`config.mk`:
```
export PLATFORM = sky130hd
export DESIGN_NAME = circle_gesture_markov_detector
export DESIGN_NICKNAME = d
export VERILOG_FILES = /design/src/rtl/core/cgmd_pkg.sv /design/src/rtl/core/cgmd_ram.sv /design/src/rtl/core/cgmd_label.sv /design/src/rtl/core/cgmd_score.sv /design/src/rtl/core/circle_gesture_markov_detector.sv
export SDC_FILE = /design/constraint.sdc
export NUM_CORES = 2
export LEC_CHECK = 0
export BUFFER_PORTS_ARGS = -buffer_cell sky130_fd_sc_hd__buf_2
export CAP_MARGIN = 5
export CORE_MARGIN = 2
export CORE_UTILIZATION = 58
export DETAILED_ROUTE_END_ITERATION = 6
export GPL_TIMING_DRIVEN = 0
export PLACE_DENSITY = 0.83
export SLEW_MARGIN = 20
export SYNTH_ARGS = -nofsm -noshare
export SYNTH_HDL_FRONTEND = slang
export SYNTH_SLANG_ARGS = --single-unit
```
`constraint.sdc`:
```
create_clock -name i_clk -period 8 [get_ports i_clk]
set_clock_uncertainty 0.05 [all_clocks]
set_input_delay 2 -clock i_clk [delete_from_list [all_inputs] [get_ports i_clk]]
set_output_delay 2 -clock i_clk [all_outputs]
set_load 0.01 [all_outputs]
```
`src/rtl/core/cgmd_pkg.sv`:
```
package cgmd_pkg;

    localparam int LABEL_COUNT = 5;
    localparam int CFG_IDX_W   = 3;

    typedef logic [2:0] t_label;

    localparam t_label START_LABEL = 3'd3;
    localparam t_label LAST_LABEL  = 3'd4;

    localparam logic signed [15:0] NO_GESTURE = 16'sh8000;

    localparam logic [CFG_IDX_W-1:0] CFG_CENTROID_ZERO  = 3'd0;
    localparam logic [CFG_IDX_W-1:0] CFG_CENTROID_ONE   = 3'd1;
    localparam logic [CFG_IDX_W-1:0] CFG_CENTROID_TWO   = 3'd2;
    localparam logic [CFG_IDX_W-1:0] CFG_CENTROID_THREE = 3'd3;
    localparam logic [CFG_IDX_W-1:0] CFG_CENTROID_FOUR  = 3'd4;
    localparam logic [CFG_IDX_W-1:0] CFG_OFFSET         = 3'd5;
    localparam logic [CFG_IDX_W-1:0] CFG_THRESHOLD      = 3'd6;

    localparam logic [31:0]        OFFSET_RESET    = 32'd175248822;
    localparam logic signed [15:0] THRESHOLD_RESET = -16'sd5301;

    // one distance half-step request: centroid and which axis
    typedef struct packed {
        logic   vld;
        t_label k;
        logic   p;
    } t_label_req;

    typedef struct packed {
        logic   vld;
        t_label label;
    } t_label_wr;

    function automatic logic prob_ok(input t_label a, input t_label b);
        logic ok;
        case ({a, b})
            {3'd0, 3'd2}: ok = 1'b1;
            {3'd1, 3'd4}: ok = 1'b1;
            {3'd2, 3'd0}: ok = 1'b1;
            {3'd2, 3'd4}: ok = 1'b1;
            {3'd3, 3'd1}: ok = 1'b1;
            {3'd3, 3'd4}: ok = 1'b1;
            {3'd4, 3'd0}: ok = 1'b1;
            default:      ok = 1'b0;
        endcase
        return ok;
    endfunction

    // q7.8 natural log of the transition probability
    function automatic logic signed [15:0] log_prob(input t_label a, input t_label b);
        logic signed [15:0] v;
        case ({a, b})
            {3'd2, 3'd0}: v = -16'sd532;
            {3'd2, 3'd4}: v = -16'sd34;
            {3'd3, 3'd1}: v = -16'sd82;
            {3'd3, 3'd4}: v = -16'sd614;
            default:      v = 16'sd0;
        endcase
        return v;
    endfunction

endpackage

```
`src/rtl/core/cgmd_ram.sv`:
```
module cgmd_ram #(
    parameter int WIDTH = 32,
    parameter int DEPTH = 60
) (
    input  logic                     i_clk,
    input  logic                     i_wr_en,
    input  logic [$clog2(DEPTH)-1:0] i_wr_addr,
    input  logic [WIDTH-1:0]         i_wr_data,
    input  logic                     i_rd_en,
    input  logic [$clog2(DEPTH)-1:0] i_rd_addr,
    output logic [WIDTH-1:0]         o_rd_data
);

    logic [WIDTH-1:0] r_mem [DEPTH];
    logic [WIDTH-1:0] r_rd_data;

    always_ff @(posedge i_clk) begin
        if (i_wr_en) begin
            r_mem[i_wr_addr] <= i_wr_data;
        end
        if (i_rd_en) begin
            r_rd_data <= r_mem[i_rd_addr];
        end
    end

    assign o_rd_data = r_rd_data;

endmodule

```
`src/rtl/core/cgmd_label.sv`:
```
module cgmd_label #(
    parameter int RUN_LEN = 12
) (
    input  logic                              i_clk,
    input  logic                              i_rst_n,
    input  cgmd_pkg::t_label_req              i_req,
    input  logic signed [16+$clog2(RUN_LEN)-1:0] i_sum,
    input  logic [31:0]                       i_centroid [cgmd_pkg::LABEL_COUNT],
    input  logic [31:0]                       i_offset,
    output cgmd_pkg::t_label_wr               o_wr
);

    import cgmd_pkg::*;

    localparam int SW  = 16 + $clog2(RUN_LEN);
    localparam int CW  = 17 + $clog2(RUN_LEN + 1);
    localparam int DW  = CW + 1;
    localparam int SQW = 2 * DW;

    localparam logic signed [CW-1:0] L_S = CW'(RUN_LEN);

    // stage a: centroid plus offset on one axis
    logic               r_a_vld;
    t_label             r_a_k;
    logic               r_a_p;
    logic signed [SW-1:0] r_a_sum;
    logic signed [16:0] r_a_cpo;

    // stage b: difference to the scaled centroid
    logic               r_b_vld;
    t_label             r_b_k;
    logic               r_b_p;
    logic signed [DW-1:0] r_b_diff;

    // stage c: square
    logic               r_c_vld;
    t_label             r_c_k;
    logic               r_c_p;
    logic [SQW-1:0]     r_c_sq;

    // stage d: distance and best so far
    logic [SQW-1:0]     r_dx2;
    logic [SQW:0]       r_best;
    t_label             r_bestk;
    logic               r_wr_vld;
    t_label             r_wr_label;

    logic [31:0]        c_sel;
    logic signed [15:0] c_h;
    logic signed [15:0] o_h;
    logic signed [16:0] cpo;
    logic signed [CW-1:0] cx;
    logic signed [DW-1:0] diff;
    logic signed [SQW-1:0] sq_full;
    logic [SQW:0]       dist_sum;
    logic               better;

    always_comb begin
        c_sel = i_centroid[i_req.k];
        c_h   = i_req.p ? signed'(c_sel[31:16]) : signed'(c_sel[15:0]);
        o_h   = i_req.p ? signed'(i_offset[31:16]) : signed'(i_offset[15:0]);
        cpo   = 17'(c_h) + 17'(o_h);
    end

    assign cx       = r_a_cpo * L_S;
    assign diff     = DW'(r_a_sum) - DW'(cx);
    assign sq_full  = r_b_diff * r_b_diff;
    assign dist_sum = {1'b0, r_dx2} + {1'b0, r_c_sq};
    assign better   = (r_c_k == '0) || (dist_sum < r_best);

    always_ff @(posedge i_clk) begin
        if (!i_rst_n) begin
            r_a_vld   <= 1'b0;
            r_b_vld   <= 1'b0;
            r_c_vld   <= 1'b0;
            r_wr_vld  <= 1'b0;
        end else begin
            r_a_vld   <= i_req.vld;
            r_b_vld   <= r_a_vld;
            r_c_vld   <= r_b_vld;
            r_wr_vld  <= r_c_vld && r_c_p && (r_c_k == LAST_LABEL);
        end
    end

    always_ff @(posedge i_clk) begin
        r_a_k    <= i_req.k;
        r_a_p    <= i_req.p;
        r_a_sum  <= i_sum;
        r_a_cpo  <= cpo;
        r_b_k    <= r_a_k;
        r_b_p    <= r_a_p;
        r_b_diff <= diff;
        r_c_k    <= r_b_k;
        r_c_p    <= r_b_p;
        r_c_sq   <= sq_full;
        r_wr_label <= better ? r_c_k : r_bestk;
        if (r_c_vld) begin
            if (!r_c_p) begin
                r_dx2 <= r_c_sq;
            end else if (better) begin
                r_best  <= dist_sum;
                r_bestk <= r_c_k;
            end
        end
    end

    assign o_wr = '{vld: r_wr_vld, label: r_wr_label};

endmodule

```
`src/rtl/core/cgmd_score.sv`:
```
module cgmd_score #(
    parameter int RUN_COUNT = 5
) (
    input  cgmd_pkg::t_label   i_labels [RUN_COUNT],
    input  logic signed [15:0] i_threshold,
    output logic signed [15:0] o_like,
    output logic               o_found,
    output logic [14:0]        o_packed
);

    import cgmd_pkg::*;

    logic               ok;
    logic signed [18:0] acc;
    logic signed [15:0] like;

    always_comb begin
        ok  = (i_labels[0] == START_LABEL);
        acc = '0;
        for (int r = 1; r < RUN_COUNT; r++) begin
            if (!prob_ok(i_labels[r-1], i_labels[r])) begin
                ok = 1'b0;
            end else begin
                acc = acc + 19'(log_prob(i_labels[r-1], i_labels[r]));
            end
        end
        if (acc < -19'sd32767) begin
            like = -16'sd32767;
        end else if (acc > 19'sd32767) begin
            like = 16'sd32767;
        end else begin
            like = acc[15:0];
        end
        o_like  = ok ? like : NO_GESTURE;
        o_found = ok && (like > i_threshold);
    end

    always_comb begin
        o_packed = '0;
        for (int r = 0; r < RUN_COUNT && r < 5; r++) begin
            o_packed[3*r +: 3] = i_labels[r];
        end
    end

endmodule

```
`src/rtl/core/circle_gesture_markov_detector.sv`:
```
// until the window is full, an accepted sample goes to S_SCORE, which registers the result once the output is free
// once it is full, S_ACC sums each run from the ring, S_LABEL labels the runs and S_SCORE scores them
// S_ACC issues one ring read per cycle; S_LABEL issues ten distance half-steps per run
// one item in work at a time: the next accept waits for S_IDLE
// a waiting result does not block the next accept
// synchronous active-low reset clears control, fill count and slot, and loads the configuration defaults
module circle_gesture_markov_detector #(
    parameter int WINDOW_LEN = 60,
    parameter int RUN_COUNT  = 5,
    parameter int RUN_LEN    = 12
) (
    input  logic                           i_clk,
    input  logic                           i_rst_n,
    input  logic                           i_s_tvalid,
    output logic                           o_s_tready,
    input  logic [31:0]                    i_s_tdata,   // pos_x, pos_y
    output logic                           o_m_tvalid,
    input  logic                           i_m_tready,
    output logic [39:0]                    o_m_tdata,   // circle_found, window_full,
                                                        // log_likelihood, run_labels
    input  logic                           i_cfg_valid,
    output logic                           o_cfg_ready,
    input  logic [cgmd_pkg::CFG_IDX_W-1:0] i_cfg_index,
    input  logic [31:0]                    i_cfg_data
);

    import cgmd_pkg::*;

    localparam int AW = $clog2(WINDOW_LEN);
    localparam int FW = $clog2(WINDOW_LEN + 1);
    localparam int RW = (RUN_COUNT > 1) ? $clog2(RUN_COUNT) : 1;
    localparam int JW = (RUN_LEN > 1) ? $clog2(RUN_LEN) : 1;
    localparam int SW = 16 + $clog2(RUN_LEN);

    localparam logic [1:0] S_IDLE  = 2'd0;
    localparam logic [1:0] S_ACC   = 2'd1;
    localparam logic [1:0] S_LABEL = 2'd2;
    localparam logic [1:0] S_SCORE = 2'd3;

    logic [1:0]         r_state;
    logic [AW-1:0]      r_slot;
    logic [AW-1:0]      n_slot;
    logic [FW-1:0]      r_fill;
    logic               r_full;
    logic               n_full;

    logic [31:0]        r_centroid [LABEL_COUNT];
    logic [31:0]        r_offset;
    logic signed [15:0] r_threshold;

    // ring read sequencing
    logic               r_issue;
    logic [AW-1:0]      r_addr;
    logic [RW-1:0]      r_run;
    logic [JW-1:0]      r_j;
    logic               r_t_vld;
    logic               r_t_first;
    logic               r_t_last;
    logic [RW-1:0]      r_t_run;
    logic [31:0]        rd_data;
    logic signed [SW-1:0] r_acc_x;
    logic signed [SW-1:0] r_acc_y;
    logic signed [SW-1:0] sum_x;
    logic signed [SW-1:0] sum_y;
    logic signed [SW-1:0] r_sum_x [RUN_COUNT];
    logic signed [SW-1:0] r_sum_y [RUN_COUNT];

    // labelling
    logic               r_liss;
    logic [RW-1:0]      r_lr;
    t_label             r_lk;
    logic               r_lp;
    logic [RW-1:0]      r_wr_run;
    t_label             r_labels [RUN_COUNT];
    t_label_req         l_req;
    t_label_wr          l_wr;
    logic signed [SW-1:0] l_sum;

    logic signed [15:0] sc_like;
    logic               sc_found;
    logic [14:0]        sc_packed;

    logic               r_out_vld;
    logic [39:0]        r_out_data;

    logic               s_acc;
    logic               out_free;

    assign o_s_tready  = (r_state == S_IDLE);
    assign o_cfg_ready = 1'b1;
    assign s_acc       = i_s_tvalid && o_s_tready;
    assign out_free    = !r_out_vld || i_m_tready;
    assign n_slot      = (r_slot == AW'(WINDOW_LEN - 1)) ? '0 : r_slot + 1'b1;
    assign n_full      = (r_fill == FW'(WINDOW_LEN - 1)) || (r_fill == FW'(WINDOW_LEN));

    cgmd_ram #(
        .WIDTH (32),
        .DEPTH (WINDOW_LEN)
    ) u_ring (
        .i_clk     (i_clk),
        .i_wr_en   (s_acc),
        .i_wr_addr (r_slot),
        .i_wr_data (i_s_tdata),
        .i_rd_en   (r_state == S_ACC && r_issue),
        .i_rd_addr (r_addr),
        .o_rd_data (rd_data)
    );

    assign sum_x = (r_t_first ? '0 : r_acc_x) + SW'(signed'(rd_data[15:0]));
    assign sum_y = (r_t_first ? '0 : r_acc_y) + SW'(signed'(rd_data[31:16]));

    assign l_req = '{vld: (r_state == S_LABEL) && r_liss, k: r_lk, p: r_lp};
    assign l_sum = r_lp ? r_sum_y[r_lr] : r_sum_x[r_lr];

    cgmd_label #(
        .RUN_LEN (RUN_LEN)
    ) u_label (
        .i_clk      (i_clk),
        .i_rst_n    (i_rst_n),
        .i_req      (l_req),
        .i_sum      (l_sum),
        .i_centroid (r_centroid),
        .i_offset   (r_offset),
        .o_wr       (l_wr)
    );

    cgmd_score #(
        .RUN_COUNT (RUN_COUNT)
    ) u_score (
        .i_labels    (r_labels),
        .i_threshold (r_threshold),
        .o_like      (sc_like),
        .o_found     (sc_found),
        .o_packed    (sc_packed)
    );

    // control
    always_ff @(posedge i_clk) begin
        if (!i_rst_n) begin
            r_state   <= S_IDLE;
            r_slot    <= '0;
            r_fill    <= '0;
            r_full    <= 1'b0;
            r_issue   <= 1'b0;
            r_t_vld   <= 1'b0;
            r_liss    <= 1'b0;
            r_wr_run  <= '0;
            r_out_vld <= 1'b0;
        end else begin
            r_t_vld <= r_state == S_ACC && r_issue;
            if (r_state == S_SCORE && out_free) begin
                r_out_vld <= 1'b1;
            end else if (i_m_tready) begin
                r_out_vld <= 1'b0;
            end
            case (r_state)
                S_IDLE: begin
                    if (s_acc) begin
                        r_slot <= n_slot;
                        r_full <= n_full;
                        if (r_fill != FW'(WINDOW_LEN)) begin
                            r_fill <= r_fill + 1'b1;
                        end
                        if (n_full) begin
                            r_state <= S_ACC;
                            r_issue <= 1'b1;
                        end else begin
                            r_state <= S_SCORE;
                        end
                    end
                end
                S_ACC: begin
                    if (r_issue && r_run == RW'(RUN_COUNT - 1) && r_j == JW'(RUN_LEN - 1)) begin
                        r_issue <= 1'b0;
                    end
                    if (r_t_vld && r_t_last && r_t_run == RW'(RUN_COUNT - 1)) begin
                        r_state <= S_LABEL;
                        r_liss  <= 1'b1;
                    end
                end
                S_LABEL: begin
                    if (r_liss && r_lp && r_lk == LAST_LABEL && r_lr == RW'(RUN_COUNT - 1)) begin
                        r_liss <= 1'b0;
                    end
                    if (l_wr.vld) begin
                        if (r_wr_run == RW'(RUN_COUNT - 1)) begin
                            r_wr_run <= '0;
                            r_state  <= S_SCORE;
                        end else begin
                            r_wr_run <= r_wr_run + 1'b1;
                        end
                    end
                end
                S_SCORE: begin
                    if (out_free) begin
                        r_state   <= S_IDLE;
                    end
                end
                default: begin
                    r_state <= S_IDLE;
                end
            endcase
        end
    end

    // configuration
    always_ff @(posedge i_clk) begin
        if (!i_rst_n) begin
            for (int k = 0; k < LABEL_COUNT; k++) begin
                r_centroid[k] <= '0;
            end
            r_offset    <= OFFSET_RESET;
            r_threshold <= THRESHOLD_RESET;
        end else if (i_cfg_valid) begin
            case (i_cfg_index)
                CFG_CENTROID_ZERO, CFG_CENTROID_ONE, CFG_CENTROID_TWO,
                CFG_CENTROID_THREE, CFG_CENTROID_FOUR: begin
                    r_centroid[i_cfg_index] <= i_cfg_data;
                end
                CFG_OFFSET: begin
                    r_offset <= i_cfg_data;
                end
                CFG_THRESHOLD: begin
                    r_threshold <= signed'(i_cfg_data[15:0]);
                end
                default: begin
                end
            endcase
        end
    end

    // datapath
    always_ff @(posedge i_clk) begin
        if (s_acc) begin
            r_addr <= n_slot;
            r_run  <= '0;
            r_j    <= '0;
        end else if (r_state == S_ACC && r_issue) begin
            r_addr <= (r_addr == AW'(WINDOW_LEN - 1)) ? '0 : r_addr + 1'b1;
            if (r_j == JW'(RUN_LEN - 1)) begin
                r_j   <= '0;
                r_run <= r_run + 1'b1;
            end else begin
                r_j <= r_j + 1'b1;
            end
        end
        r_t_first <= (r_j == '0);
        r_t_last  <= (r_j == JW'(RUN_LEN - 1));
        r_t_run   <= r_run;
        if (r_t_vld) begin
            r_acc_x <= sum_x;
            r_acc_y <= sum_y;
            if (r_t_last) begin
                r_sum_x[r_t_run] <= sum_x;
                r_sum_y[r_t_run] <= sum_y;
            end
        end

        if (r_state == S_ACC) begin
            r_lr <= '0;
            r_lk <= '0;
            r_lp <= 1'b0;
        end else if (l_req.vld) begin
            r_lp <= !r_lp;
            if (r_lp) begin
                if (r_lk == LAST_LABEL) begin
                    r_lk <= '0;
                    r_lr <= r_lr + 1'b1;
                end else begin
                    r_lk <= r_lk + 1'b1;
                end
            end
        end
        if (l_wr.vld) begin
            r_labels[r_wr_run] <= l_wr.label;
        end

        if (r_state == S_SCORE && out_free) begin
            if (r_full) begin
                r_out_data <= {7'd0, sc_packed, sc_like, 1'b1, sc_found};
            end else begin
                r_out_data <= {7'd0, 15'd0, NO_GESTURE, 1'b0, 1'b0};
            end
        end
    end

    assign o_m_tvalid = r_out_vld;
    assign o_m_tdata  = r_out_data;

endmodule

```
After elaboration in Yosys (flattened, before gate mapping)
Memories as Yosys holds them, arrays and structs flattened. A register that Yosys moved wholly into a read port is not among the register bits.
Cells that the tools add are included.
{"block": "classes", "addsub": 16, "mul": 2, "n_div": 0, "n_lt_le_gt_ge": 9, "eq_ne": 58, "shifts": 0, "n_mux": 69, "bitwise_logic": 4, "n_reduce_logical": 50}
{"operator": "$pmux 16 s4", "n": 4}
{"operator": "$bwmux 160", "n": 1}
{"operator": "$mux 16", "n": 7}
{"operator": "$bmux 32 s3", "n": 1}
{"operator": "$demux 32 s3", "n": 1}
{"operator": "$eq 6x5->1 const B", "n": 16}
{"operator": "$mux 32", "n": 3}
{"operator": "$mux 19", "n": 4}
{"operator": "$mux 20", "n": 3}
{"operator": "$add 19x16->19", "n": 3}
{"operator": "$eq 6x6->1 const B", "n": 8}
{"operator": "$add 44x44->45", "n": 1}
{"operator": "$lt 45x45->1", "n": 1}
{"operator": "$mul 22x22->44", "n": 1}
{"operator": "$add 20x20->20", "n": 2}
{"operator": "$reduce_or 7->1", "n": 4}
{"operator": "$eq 3x3->1 const B", "n": 9}
{"operator": "$eq 6x2->1 const B", "n": 4}
{"operator": "$eq 6x4->1 const B", "n": 4}
{"operator": "$mux 3", "n": 8}
{"operator": "$mux 6", "n": 4}
{"operator": "$sub 20x21->22", "n": 1}
{"operator": "$mux 1", "n": 20}
{"operator": "$reduce_and 2->1", "n": 10}
{"operator": "37 further kinds", "n": 88}
{"block": "totals", "register_bits": 564, "latchBits": 0, "mem_bits_rw": 2120, "mem_bits_ro": 0, "input_bits": 72, "output_inout_bits": 43, "wordCells": 264, "n_memories": 3}
{"memory": "u_ring.r_mem", "depth": 60, "word_bits": 32, "read_ports": 1, "rd_ports_with_merged_regs": 1, "write_ports": 1, "line": "cgmd_ram.sv:14", "rtl": "logic [WIDTH-1:0] r_mem [DEPTH];"}
{"memory": "r_sum_x", "depth": 5, "word_bits": 20, "read_ports": 1, "rd_ports_with_merged_regs": 1, "write_ports": 1, "line": "circle_gesture_markov_detector.sv:65", "rtl": "logic signed [SW-1:0] r_sum_x [RUN_COUNT];"}
{"memory": "r_sum_y", "depth": 5, "word_bits": 20, "read_ports": 1, "rd_ports_with_merged_regs": 1, "write_ports": 1, "line": "circle_gesture_markov_detector.sv:66", "rtl": "logic signed [SW-1:0] r_sum_y [RUN_COUNT];"}

Logic depth before layout (Yosys ltp)
{"block": "logic_depth", "depth_word": 16, "mapped_depth": 44, "mapped_depth_nobuf": 42}

Cells and area by module
From an unflattened synthesis, not the netlist that was laid out.
{"block": "hier_totals", "cells_unflattened": 8800, "area_unflattened_um2": 130229.9}
{"module": "cgmd_ram", "n_inst": 1, "cells_per_inst": 3264, "area_each_um2": 74139.9}
{"module": "cgmd_label", "n_inst": 1, "cells_per_inst": 2927, "area_each_um2": 28872.7}
{"module": "circle_gesture_markov_detector", "n_inst": 1, "cells_per_inst": 1944, "area_each_um2": 22705.5}
{"module": "cgmd_score", "n_inst": 1, "cells_per_inst": 665, "area_each_um2": 4511.8}

Worst setup path after synthesis
OpenSTA, ideal clock, no wires.
{"block": "synth_path", "path_type": "reg2reg", "start": "register r_labels[10] (netlist bit)", "end": "register r_out_data[0] (netlist: o_m_tdata[0]), data pin", "setup_time_ns": 0.266, "t_arrival_ns": 7.962, "required_time_ns": 7.684, "setup_slack_ns": -0.278, "stages_incl_launch_ff": 39, "path_buffers": 1, "cell_sequence": "edfxtp_1 > or3b_1 > a21oi_1 > ha_1 > inv_1 > fa_1 > nand2b_1 > a21oi_1 > o31ai_1 > o311a_1 > or2_2 > ha_1 > a21o_1 > o41ai_1 > o21ai_0 > xnor2_1 > a21oi_1 > ha_1 > [... 3 more ...] > a31o_1 > a31o_2 > a211o_1 > or3_4 > nand2_4 > buf_6 > a31oi_1 > ha_1 > a21o_1 > a21oi_1 > o21ai_0 > a21o_1 > a21o_1 > a21o_1 > a21oi_1 > o21ai_0 > nand2_1 > a311oi_1"}
{"block": "synth_via", "elab_chain_cells": 15}
{"element": "from (decl)", "line": "circle_gesture_markov_detector.sv:74", "rtl": "t_label r_labels [RUN_COUNT];"}
{"element": "from (signal, indexed assignment)", "line": "circle_gesture_markov_detector.sv:275", "rtl": "r_labels[r_wr_run] <= l_wr.label;"}
{"element": "$eq 6x2->1 (tied with other cells)", "line": "cgmd_pkg.sv:38", "rtl": "case ({a, b})"}
{"element": "$reduce_or 7->1 (no source line)"}
{"element": "$mux 1", "line": "cgmd_pkg.sv:38"}
{"element": "$mux 19", "line": "cgmd_score.sv:21", "rtl": "if (!prob_ok(i_labels[r-1], i_labels[r])) begin"}
{"element": "$add 19x16->19", "line": "cgmd_score.sv:24", "rtl": "acc = acc + 19'(log_prob(i_labels[r-1], i_labels[r]));"}
{"element": "$mux 19 *", "line": "cgmd_score.sv:21"}
{"element": "$add 19x16->19", "line": "cgmd_score.sv:24"}
{"element": "$mux 19 *", "line": "cgmd_score.sv:21"}
{"element": "$add 19x16->19", "line": "cgmd_score.sv:24"}
{"element": "$mux 19 *", "line": "cgmd_score.sv:21"}
{"element": "$gt 19x16->1", "line": "cgmd_score.sv:29", "rtl": "end else if (acc > 19'sd32767) begin"}
{"element": "$mux 16", "line": "cgmd_score.sv:29"}
{"element": "$mux 16 *", "line": "cgmd_score.sv:27", "rtl": "if (acc < -19'sd32767) begin"}
{"element": "net u_score.like[2]", "line": "cgmd_score.sv:15", "rtl": "logic signed [15:0] like;"}
{"element": "$gt 16x16->1 *", "line": "cgmd_score.sv:35", "rtl": "o_found = ok && (like > i_threshold);"}
{"element": "$logic_and 1x1->1 *", "line": "cgmd_score.sv:35"}
{"element": "to (signal assigned)", "line": "circle_gesture_markov_detector.sv:280", "rtl": "r_out_data <= {7'd0, sc_packed, sc_like, 1'b1, sc_found};"}
{"element": "to (signal assigned)", "line": "circle_gesture_markov_detector.sv:282", "rtl": "r_out_data <= {7'd0, 15'd0, NO_GESTURE, 1'b0, 1'b0};"}
{"element": "to (decl)", "line": "circle_gesture_markov_detector.sv:84", "rtl": "logic [39:0] r_out_data;"}
The timed path passes the listed nets; every way through them passes the cells marked *. The select of a mux whose other input is x is not followed.
A chain may end at the register's enable or synchronous reset.

Worst setup path in the final report
{"block": "layout_path", "start": "register r_labels[11] (netlist bit)", "end": "register r_out_data[0] (netlist: o_m_tdata[0]), data pin"}
Same word-level chain as after synthesis.

==> results.yml <==
run_status:
  status: "finished with violations"
  violations: "design-rule violations, negative setup slack"
die:
  core_um2: 219700
  ios: 115
  die_h_um: 474.0
  dieWidth_um: 474.0
  dieArea_um2: 224700
  initial_core_util_pct: 58.30
  std_cell_rows: 172
setup_path:
  worstSetupStartpointType: "flip-flop"
  r2r_cells: 44
  cp_slowest_cell: "edfxtp_1"
  critical_path.max_fanout: 10
  critical_path.max_stage_delay_ns: 0.43
  r2r_end: "o_m_tdata[0]"
  ff2ff_setup_slack_ns: -0.27
  arrival_ns: 8.86
  required_ns: 8.58
  critPathCaptureType: "flip-flop"
  path_class: "flip-flop to flip-flop"
  r2r-start: "r_labels[11]"
logic_synthesis:
  ys_ff_latch: 2710
  synth-edff-count: 2337
  seq_area_frac_synth_pct: 60.61
  async_reset_ff_share_pct: 0
  synthFlopType: "edfxtp_1"
  synthDistinctLibCells: 98
  synthCells: 8150
  synth.top_cell.area_share_pct: 54.78
  syn-cell-area_um2: 128100
  synth.area.top_cells: "edfxtp_1, mux4_2, fa_1, dfxtp_1, ha_1"
  syn_avg_cell_area_um2: 15.72
  yosysTopAreaCell: "edfxtp_1"
  ys_warn_count: 0
hold_path:
  hp-class: "flip-flop to flip-flop"
  min_from: "u_label.r_a_k[1]"
  worstHoldPathCells: 0
  min_to: "u_label.r_b_k[1]"
cts:
  cts-root-buf: "clkbuf_16"
  h-tree-depth: 5
  clk_latency_ns: 0.97
  ctsHoldBuffers: 0
  clkTransAtPathRegs_ns: 0.06
  cts.path.max_buffers: 4
  numClockSinks: 2710
  cts_made_buffers: 285
  tritoncts: "built"
grt:
  grt_overflow_total: 0
  groute.usage.overall_pct: 37.23
  grt_pass1_vias: 82667
  grt_pass1_wl_mm: 590.3
  grt_max_degree: 61
  antenna_found_initial: 60
timing:
  relSlewSlack_pct: 13.38
  setup_viol: 1
  worstMarginPinSlew_ns: 1.299
  hold_viol_final: 0
  finalWorstSetupSlack_ns: -0.2722
  holdWs_ns: 0.2531
  drv_slew: 0
  fmaxAchievable_mhz: 120.9
  rsz0062_at_grt: "true"
  period_share_pct: 103.4
  tns_ns: -0.2722
  min_period_ns: 8.272
routing:
  wl_per_cell_um: 34.97
  via_per_inst: 6.894
  postRouteWirelength_mm: 416.0
  drc: 42
  drt_iter0_markers: 12515
  dr_total_vias: 82001
  drt_first_pass_iters: 7
  ant_nets: 0
run:
  max_cap_viol_count: 0
place:
  place_area_um2: 134500
  place.gp.congestion: 0.9756
  dp_hpwl_mm: 248.5
  dpl.cell_count: 11310
  io_buffers: 105
cells_and_area:
  fin_nets: 9647
  stdcell_count: 11895
  synthToLayoutAreaGrowth_pct: 12.82
  design_area_um2: 144500
  drive_above_1_share_pct: 18.81
cells in the final DEF (no fill, tap or decap), drive strengths merged, types with 87 or more instances in the layout:
cell type / instances
a21oi: 203
o21ai: 175
a21boi: 210
xnor2: 147
mux4: 687
buf: 334
nor2b: 87
clkbuf: 622
dfxtp: 373
clkinv: 99
nand2: 741
nand3: 92
fa: 469
and2: 125
ha: 405
nor2: 268
mux2i: 98
inv: 702
edfxtp: 2337
worst max-delay path by stage:
| stage | cells after the start | to | slack [ns] | from |
|---|---|---|---|---|
| CTS | 43 | o_m_tdata[0] | -0.12 | r_labels[11] |
| detailed placement | 39 | o_m_tdata[0] | -1.09 | r_labels[14] |
| finish | 44 | o_m_tdata[0] | -0.27 | r_labels[11] |
| floorplan | 39 | o_m_tdata[0] | 0.0001 | r_labels[10] |
| global placement | 39 | o_m_tdata[0] | -0.96 | r_labels[14] |
| global route | 44 | o_m_tdata[0] | -0.58 | r_labels[9] |
final cells by class:
cell class,count,area (um2)
clock inverter,134,1079
multi-input combinational,4403,47560
tap,2958,3701
antenna,39,97.59
sequential,2710,77660
inverter,695,2618
fill,13819,75190
buffer,345,1508
clock buffer,350,7614
timing repair buffer,261,2708
per-layer routing:
| metal | wire (um) | global-route usage, % |
|---|---|---|
| met1 | 126800 | 41.82 |
| met2 | 193800 | 58.34 |
| met3 | 52220 | 12.38 |
| met4 | 42830 | 29.83 |
| met5 | 381 | 0.2812 |
through the flow:
stage | util [%] | worst slack [ns]
after global placement | 60.26 | -0.9553
after detailed placement | 61.22 | -1.088
after floorplan | - | 0.0001235
final | 65.78 | -0.2722
after CTS | 65.54 | -0.1200
after global routing | 65.75 | -0.5784
repair_timing:
item | in CTS | in global routing
hold endpoints to repair | 0 | 0
resized for setup | 109 | 79
pin swaps | 36 | 31
setup buffers | 50 | 15
setup endpoints to repair | 17 | 7
synth_stat cells, types with 44 or more instances:
cell	instances
edfxtp_1	2337
nand2_1	740
inv_1	693
mux4_2	687
fa_1	469
ha_1	405
dfxtp_1	373
nor2_1	267
clkbuf_1	261
a21boi_0	207
a21oi_1	201
o21ai_0	165
xnor2_1	146
and2_1	125
mux2i_1	98
nand3_1	92
nor2b_1	87
a21o_1	80
buf_1	60
nor3_1	55
nand2b_1	54
xor2_1	47
a211oi_1	44
registers in the layout, indices dropped and copies added (netlist names), 17 cells and up, named ones only:
name,cells
u_label.r_b_diff,22
r_sum_y,100
u_label.r_best,45
u_label.r_c_sq,43
r_sum_x,100
r_acc_x,20
o_m_tdata,33
u_label.r_a_sum,20
r_centroid,160
r_offset,32
u_ring.o_rd_data,32
r_acc_y,20
u_label.r_dx2,43
u_label.r_a_cpo,17
u_ring.r_mem,1920
critical path: cells and delay by family, from the launching register on:
kind,cells,cell delay (ns)
buffers and inverters,9,1.27
flip-flops,1,0.43
AND/OR/NAND/NOR,9,1.28
AO/OA/AOI/OAI,20,3.67
XOR/XNOR,2,0.34
adder cells (fa/ha/maj),4,0.96
cells by family (layout without fill, tap and decap cells):
family                   Yosys count  count (layout)  synth area share (%)
AO/OA/AOI/OAI                    957             957                 5.028
flip-flops                      2710            2710                 60.61
multiplexers                     805             805                 13.02
buffers and inverters           1044            1785                 3.123
XOR/XNOR                         194             194                 1.332
adder cells (fa/ha/maj)          874             874                 11.28
other                              2              48              0.005862
AND/OR/NAND/NOR                 1564            1564                 5.600
Power is not shown: default switching activity piles up to over one toggle a cycle in this logic, so the estimate is an artifact.
